`config.mk`:
```
export PLATFORM = sky130hd
export DESIGN_NAME = bft_hash
export DESIGN_NICKNAME = d
export VERILOG_FILES = /design/src/design/bft_pkg.sv /design/src/design/bft_hash.sv
export SDC_FILE = /design/constraint.sdc
export NUM_CORES = 1
export LEC_CHECK = 0
export BUFFER_PORTS_ARGS = -buffer_cell sky130_fd_sc_hd__buf_2
export CAP_MARGIN = 10
export CELL_PAD_IN_SITES_DETAIL_PLACEMENT = 1
export CELL_PAD_IN_SITES_GLOBAL_PLACEMENT = 2
export CORE_MARGIN = 3
export CORE_UTILIZATION = 12
export DETAILED_ROUTE_END_ITERATION = 12
export PLACE_DENSITY = 0.86
export SYNTH_ARGS = -nofsm -noshare
export SYNTH_HDL_FRONTEND = slang
export SYNTH_SLANG_ARGS = --single-unit
export TNS_END_PERCENT = 50
```
`constraint.sdc`:
```
create_clock -name vclk -period 0.9
set_input_delay 0.045 -clock vclk [all_inputs]
set_output_delay 0.045 -clock vclk [all_outputs]
set_load 0.02 [all_outputs]
```
`src/design/bft_pkg.sv`:
```
package bft_pkg;

  localparam int unsigned DEF_BUCKET_COUNT = 64;
  localparam int unsigned DEF_WAY_COUNT    = 4;

  typedef enum logic [1:0] {
    CMD_INSERT = 2'd0,
    CMD_LOOKUP = 2'd1,
    CMD_SWEEP  = 2'd2
  } cmd_e;

  typedef enum logic [1:0] {
    STAT_OK   = 2'd0,
    STAT_MISS = 2'd1,
    STAT_FULL = 2'd2
  } status_e;

  typedef enum logic [2:0] {
    S_CLEAR,
    S_IDLE,
    S_HASH,
    S_EXEC,
    S_SWEEP,
    S_RESP
  } fsm_e;

  typedef struct packed {
    logic [31:0] src_ip;
    logic [31:0] dst_ip;
    logic [15:0] sport;
    logic [15:0] dport;
  } key_t;

  typedef struct packed {
    logic        valid;
    logic [31:0] expiry;
  } age_t;

  typedef struct packed {
    logic [1:0]  cmd;
    logic [31:0] src_ip;
    logic [31:0] dst_ip;
    logic [15:0] sport;
    logic [15:0] dport;
    logic [31:0] expire_time;
    logic [31:0] now_time;
  } in_beat_t;

  typedef struct packed {
    logic       found;
    logic [7:0] entry_index;
    logic [1:0] status;
    logic [8:0] removed_count;
    logic [8:0] live_count;
  } out_beat_t;

endpackage

```
`src/design/bft_hash.sv`:
```
module bft_hash import bft_pkg::*; #(
  parameter int unsigned BUCKET_COUNT = DEF_BUCKET_COUNT,
  localparam int unsigned RW = (BUCKET_COUNT > 1) ? $clog2(BUCKET_COUNT) : 1
) (
  input  logic          clk_i,
  input  logic          rst_ni,
  input  logic          start_i,
  input  key_t          key_i,
  output logic          done_o,
  output logic [RW-1:0] bucket_o
);

  logic [31:0] x0, x1, fold;

  // symmetric xor fold of the key
  assign x0   = key_i.src_ip ^ key_i.dst_ip ^ {16'd0, key_i.sport} ^ {16'd0, key_i.dport};
  assign x1   = x0 ^ (x0 >> 16);
  assign fold = x1 ^ (x1 >> 8);

  if ((BUCKET_COUNT & (BUCKET_COUNT - 1)) == 0) begin : g_mask
    assign done_o   = start_i;
    assign bucket_o = RW'(fold & 32'(BUCKET_COUNT - 1));
  end else begin : g_recip
    // remainder by reciprocal multiplication, quotient then remainder
    localparam int unsigned SH = 32 + RW;
    localparam logic [32:0] MAGIC =
      33'(((64'd1 << SH) + 64'(BUCKET_COUNT) - 64'd1) / 64'(BUCKET_COUNT));

    logic        mul_q, mul_d;
    logic        rem_q, rem_d;
    logic [31:0] x_q, x_d;
    logic [31:0] quo_q, quo_d;
    logic [64:0] prod;
    logic [31:0] rem;

    assign prod     = 65'(x_q) * 65'(MAGIC);
    assign rem      = x_q - quo_q * 32'(BUCKET_COUNT);
    assign done_o   = rem_q;
    assign bucket_o = rem[RW-1:0];

    always_comb begin
      mul_d = start_i;
      rem_d = mul_q;
      x_d   = start_i ? fold : x_q;
      quo_d = mul_q ? 32'(prod >> SH) : quo_q;
    end

    always_ff @(posedge clk_i or negedge rst_ni) begin
      if (!rst_ni) begin
        mul_q <= 1'b0;
        rem_q <= 1'b0;
      end else begin
        mul_q <= mul_d;
        rem_q <= rem_d;
      end
    end

    always_ff @(posedge clk_i) begin
      x_q   <= x_d;
      quo_q <= quo_d;
    end
  end

endmodule

```
# --- Yosys cells after proc, flatten, opt, wreduce, memory -nomap -nowiden ---
# Index checks and enable logic that the tools add are counted.
classes:
  bitwise: 5
ops:
  columns: ["cell", "count"]
  rows:
  - ["30-bit by 16-bit bitwise XOR with 30-bit output", 2]
  - ["30-bit bitwise XOR", 1]
  - ["14-bit bitwise XOR", 1]
  - ["6-bit bitwise XOR", 1]
totals:
  in_bits: 99
  regBits: 0

# --- Longest topological paths before layout ---
# Gate-level depths: netlist of the first run.
depth:
  word_depth: 5
  mapped_depth: 3

# --- Worst setup path after synthesis of the first run ---
# Ideal clock, no wire load.
synth_path:
  kind: "input port to output port"
  from: "input key_i[32] in the netlist's numbering"
  to: "output bucket_o[0]"
  path_slack_ns: 0.022
  cell_stages: 3
  arrival_ns: 0.833
  required_ns: 0.855
  path_cell_list: "xnor2_1 -> xnor2_1 -> xnor3_1"
synth_between:
  elab_chain_len: 5
synth_lines:
  columns: ["item", "line_no", "source"]
  rows:
  - ["start: declaration", "bft_hash.sv:8", "input key_t key_i,"]
  - ["30-bit bitwise XOR", "bft_hash.sv:16", "assign x0 = key_i.src_ip ^ key_i.dst_ip ^ {16'd0, key_i.sport} ^ {16'd0, key_i.dport};"]
  - ["30-bit by 16-bit bitwise XOR with 30-bit output (2 in a row)", "bft_hash.sv:16", null]
  - ["14-bit bitwise XOR", "bft_hash.sv:17", "assign x1 = x0 ^ (x0 >> 16);"]
  - ["6-bit bitwise XOR", "bft_hash.sv:18", "assign fold = x1 ^ (x1 >> 8);"]
  - ["end: declaration", "bft_hash.sv:10", "output logic [RW-1:0] bucket_o"]
# No other way between the ends.

# --- Final worst setup path of the first run ---
layout_path:
  from: "input key_i[77] in the netlist's numbering"
  to: "output bucket_o[5]"
# The elaborated chain is that of the path after synthesis.

==> flow_metrics.env, run 1 <==
export IMPL_synthTopCellsByArea="xnor2_1 77%, xnor3_1 22%, buf_4 1.2%"
export IMPL_synth_seq_area_share=0
export IMPL_peakVddDrop_mv=0.520
export IMPL_avgSynthCellArea_sq_um=10.1
export IMPL_fin_util=0.289
export IMPL_criticalPathCategory="in2out"
export IMPL_dr_wl_met2_microns=1370
export IMPL_drtAntennaViolNets=0
export IMPL_crit_family="XOR/XNOR gates"
export IMPL_drtPass1Iterations=2
export IMPL_core_sq_um=4850
export IMPL_synth_top_area_frac=0.768
export IMPL_required_ns=0.85
export IMPL_cp_num_buf_inv=2
export IMPL_maxCapViolCount=0
export IMPL_fillers=565
export IMPL_synth_nets=160
export IMPL_cpMostUsedCell="buf_2"
export IMPL_dieWidth_microns=77.6
export IMPL_wl_met1_microns=593
export IMPL_syn2layout_area_growth_pct=128
export IMPL_dp_hpwl_microns=1700
export IMPL_holdBufCountCts=0
export IMPL_crit_chain="buf_2 > xnor2_2 > xnor2_1 > xnor3_1 > buf_2"
export IMPL_hp_class="in2out"
export IMPL_grt_max_degree=2
export IMPL_power_leakage_nw=0.689
export IMPL_cpPeakStageDelay_ns=0.40
export IMPL_postCtsSetupRepairBufs=0
export IMPL_routed_via_density=3.36
export IMPL_startpoint="key_i[77]"
export IMPL_remaining_drc_errors=0
export IMPL_crit_path_end_kind="output pin"
export IMPL_io_pins=106
export IMPL_max_freq_mhz=907
export IMPL_synth_warnings=0
export IMPL_violations="setup timing"
export IMPL_crit_arrival_ns=1.06
export IMPL_register_area_sq_um=0
export IMPL_relSlewSlack=0.866
export IMPL_status="complete, but fails checks"
export IMPL_fp_row_count=25
export IMPL_synthCells=61
export IMPL_slew_viol_final=0
export IMPL_tightest_slew_ns=0.199
export IMPL_grt_setup_unrepaired="true"
export IMPL_wl_met3_microns=171
export IMPL_highest_layer="met3"
export IMPL_grt_pass1_wl_microns=3260
export IMPL_place_ws_ns=-0.218
export IMPL_via_count=688
export IMPL_fin_ws_ns=-0.203
export IMPL_cp_num_cells=5
export IMPL_synth_cell_types=3
export IMPL_crit_path_end="bucket_o[5]"
export IMPL_wirelength_microns=2130
export IMPL_critical_path_slowest_cell="xnor3_1"
export IMPL_seq_cell_count=0
export IMPL_num_antenna_cells=0
export IMPL_p_per_area_nw_per_um2=1060
export IMPL_dp_cells=205
export IMPL_grt_overflow=0
export IMPL_cp_max_fo=1
export IMPL_clkbuf_count=0
export IMPL_drt_iter0_markers=3
export IMPL_synth_area_sq_um=616
export IMPL_grtUsageTotal=0.0633
export IMPL_grt_pass1_vias=805
export IMPL_instances_no_fill=205
export IMPL_nNetsFinal=239
export IMPL_final_common_cell="buf_2"
export IMPL_final_cell_mix="57 x buf_2, 31 x xnor2_1, 22 x xnor2_2"
export IMPL_worstSetupStartpointType="input port"
export IMPL_setup_viol=6
export IMPL_io_buffers=78
export IMPL_wire_per_inst_microns=10.4
export IMPL_start_util=0.127
export IMPL_fin_crit_sh=1.23
export IMPL_die_h_microns=77.6
export IMPL_dieArea_sq_um=6030
export IMPL_antenna_found_initial=0
export IMPL_layout_drive_gt1_share=0.732
export IMPL_synth_area_leader_cell="xnor2_1"
export IMPL_place_gp_congestion=0.635
export IMPL_hold_violations=0
export IMPL_fin_crit_ns=1.10
per-layer routing:
layer | up-vias | global-route usage
met5 | - | 0
met4 | 0 | 0
met3 | 0 | 0.00812
met2 | 38 | 0.140
met1 | 308 | 0.0639
li1 | 342 | -
Yosys cell counts:
cell type and n:
xnor3_1 6, buf_4 1, xnor2_1 54
power breakdown:
group | total, W | switching (W) | internal [W]
logic | 0.00148 | 0.000592 | 0.000891
registers | 0 | 0 | 0
clock network | 0 | 0 | 0
total | 0.00148 | 0.000592 | 0.000891
how the worst min path moves through the flow:
| stage | from | to | slack, ns | depth (start not counted) |
|---|---|---|---|---|
| 6_report | start_i | done_o | 0.09 | 0 |
| 2_1_floorplan | start_i | done_o | 0.20 | 1 |
| 3_5_place_dp | start_i | done_o | 0.09 | 0 |
| 4_1_cts | start_i | done_o | 0.09 | 0 |
| 3_3_place_gp | start_i | done_o | 0.09 | 0 |
| 5_1_grt | start_i | done_o | 0.09 | 0 |
timing repair:
| action | in CTS | in global routing |
|---|---|---|
| pin swaps | 14 | 15 |
| endpoints found under the setup margin | 6 | 6 |
| gates resized for setup | 31 | 19 |
metrics by stage:
stage / cell area, sq um / total power, W / hold WS, ns / TNS (ns)
floorplan: 616 / 0.000848 / 0.203 / 0
global placement: 1080 / 0.00120 / 0.0902 / -1.09
detailed placement: 1080 / 0.00122 / 0.0902 / -1.14
CTS: 1270 / 0.00143 / 0.0902 / -1.01
global route: 1400 / 0.00159 / 0.0900 / -1.32
finish: 1400 / 0.00148 / 0.0900 / -0.977
area by class of cell:
class	instances	area (sq um)	area share
multi-input combinational	60	792	0.565
timing repair buffer	78	526	0.375
tap	67	83.8	0.0598
cells by family after synthesis:
kind of cell | share of synthesized area
XOR/XNOR | 0.988
buffers and inverters | 0.0122
Power figures use the tool's default switching activity.
==> run 2, diff against run 1 <==
CORE_UTILIZATION = 11   (was 12)
PLACE_DENSITY = 0.84   (was 0.86)
REMOVE_ABC_BUFFERS = 1   (was default)
clock period = 1 ns   (was 0.9 ns; I/O delays follow)
==> run 2 against run 1 <==
The run still ends with setup timing left; global-route usage decreased by 0.82 points; die area increased by 8.4%; wire length about the same; core utilization decreased by 1.0 points; first-iteration DRC count decreased by 33%; cell count increased by 1.5%; sequential share of layout area unchanged; non-clock buffer count unchanged; combinational power decreased by 3%; critical path depth unchanged; worst hold slack improved by 0.010 ns; total power decreased by 3.3%; critical endpoint is now bucket_o[0].
==> flow_metrics.env, run 2 (synthesis gave the netlist of run 1 again) <==
export IMPL_hp_class="in2out"
export IMPL_drtPass1Iterations=2
export IMPL_start_util=0.117
export IMPL_violations="setup timing"
export IMPL_status="complete, but fails checks"
export IMPL_final_common_cell="buf_2"
export IMPL_register_area_sq_um=0
export IMPL_wire_per_inst_microns=10.3
export IMPL_postCtsSetupRepairBufs=0
export IMPL_fin_ws_ns=-0.0799
export IMPL_max_freq_mhz=926
export IMPL_routed_via_density=3.31
export IMPL_remaining_drc_errors=0
export IMPL_crit_chain="buf_8 > xnor2_4 > xnor2_2 > xnor3_1 > buf_6"
export IMPL_wl_met1_microns=537
export IMPL_fp_row_count=26
export IMPL_fin_crit_ns=1.08
export IMPL_multi_input_area_sq_um=818
export IMPL_peakVddDrop_mv=0.402
export IMPL_hold_violations=0
export IMPL_grt_overflow=0
export IMPL_dieArea_sq_um=6530
export IMPL_wirelength_microns=2130
export IMPL_syn2layout_area_growth_pct=139
export IMPL_drt_iter0_markers=2
export IMPL_die_h_microns=80.8
export IMPL_place_gp_congestion=0.611
export IMPL_io_buffers=78
export IMPL_dp_cells=208
export IMPL_layout_drive_gt1_share=0.746
export IMPL_tightest_slew_ns=0.191
export IMPL_seq_cell_count=0
export IMPL_dr_wl_met2_microns=1390
export IMPL_nNetsFinal=239
export IMPL_grt_setup_unrepaired="true"
export IMPL_power_leakage_nw=0.715
export IMPL_via_count=689
export IMPL_critical_path_slowest_cell="xnor3_1"
export IMPL_slew_viol_final=0
export IMPL_grtUsageTotal=0.0551
export IMPL_cp_max_fo=1
export IMPL_crit_arrival_ns=1.03
export IMPL_post_dp_cell_area_sq_um=1090
export IMPL_drtAntennaViolNets=0
export IMPL_grt_max_degree=2
export IMPL_fin_crit_sh=1.08
export IMPL_highest_layer="met3"
export IMPL_antenna_found_initial=0
export IMPL_finalInstanceArea_sq_um=1470
export IMPL_p_per_area_nw_per_um2=976
export IMPL_grt_pass1_vias=722
export IMPL_dieWidth_microns=80.8
export IMPL_instances_no_fill=208
export IMPL_relSlewSlack=0.872
export IMPL_io_pins=106
export IMPL_maxCapViolCount=0
export IMPL_core_sq_um=5270
export IMPL_grt_pass1_wl_microns=2900
export IMPL_criticalPathCategory="in2out"
export IMPL_fillers=617
export IMPL_worstSetupStartpointType="input port"
export IMPL_clkbuf_count=0
export IMPL_required_ns=0.95
export IMPL_wl_met3_microns=204
export IMPL_tns_ns=-0.366
export IMPL_place_ws_ns=-0.123
export IMPL_num_antenna_cells=0
export IMPL_crit_path_end_kind="output pin"
export IMPL_cp_num_buf_inv=2
export IMPL_setup_viol=6
export IMPL_final_cell_mix="51 x buf_2, 29 x xnor2_1, 26 x buf_6"
export IMPL_cpPeakStageDelay_ns=0.42
export IMPL_crit_family="XOR/XNOR gates"
export IMPL_holdBufCountCts=0
[run 2: cell counts in the layout (fill, tap and decap cells not counted)]
Identical to the previous run, type by type.
[run 2: path summary, 6_finish.rpt]
check,from,end,slack (ns),depth (start not counted)
setup / recovery,key_i[80],bucket_o[0],-0.08,5
hold / removal,start_i,done_o,0.10,0
[run 2: area by class of cell]
cell class         count  share of cell area
multi-input cells     60               0.557
well taps             70              0.0596
repair buffers        78               0.383
[run 2: stage by stage]
| step | hold WS (ns) | total power, W | utilization |
|---|---|---|---|
| 2_1_floorplan | 0.100 | 0.000757 | - |
| 3_3_place_gp | 0.100 | 0.00109 | 0.206 |
| 3_5_place_dp | 0.100 | 0.00110 | 0.206 |
| 4_1_cts | 0.100 | 0.00136 | 0.255 |
| 5_1_grt | 0.100 | 0.00153 | 0.279 |
| 6_report | 0.100 | 0.00143 | 0.279 |
[run 2: per-layer routing]
layer	vias up	global-route usage
met2	33	0.117
met3	0	0.00776
met1	314	0.0564
li1	342	-
met5	-	0
met4	0	0.00676
[run 2: power by group]
part / switching, W / internal, W / leakage [nW]
Combinational: 0.000551 / 0.000883 / 0.715
Sequential: 0 / 0 / 0
Clock: 0 / 0 / 0
Total: 0.000551 / 0.000883 / 0.715
[run 2: repair_timing]
action | 4_1_cts | 5_1_grt
gates resized for setup | 41 | 20
pin swaps | 22 | 11
setup endpoints to repair | 6 | 6
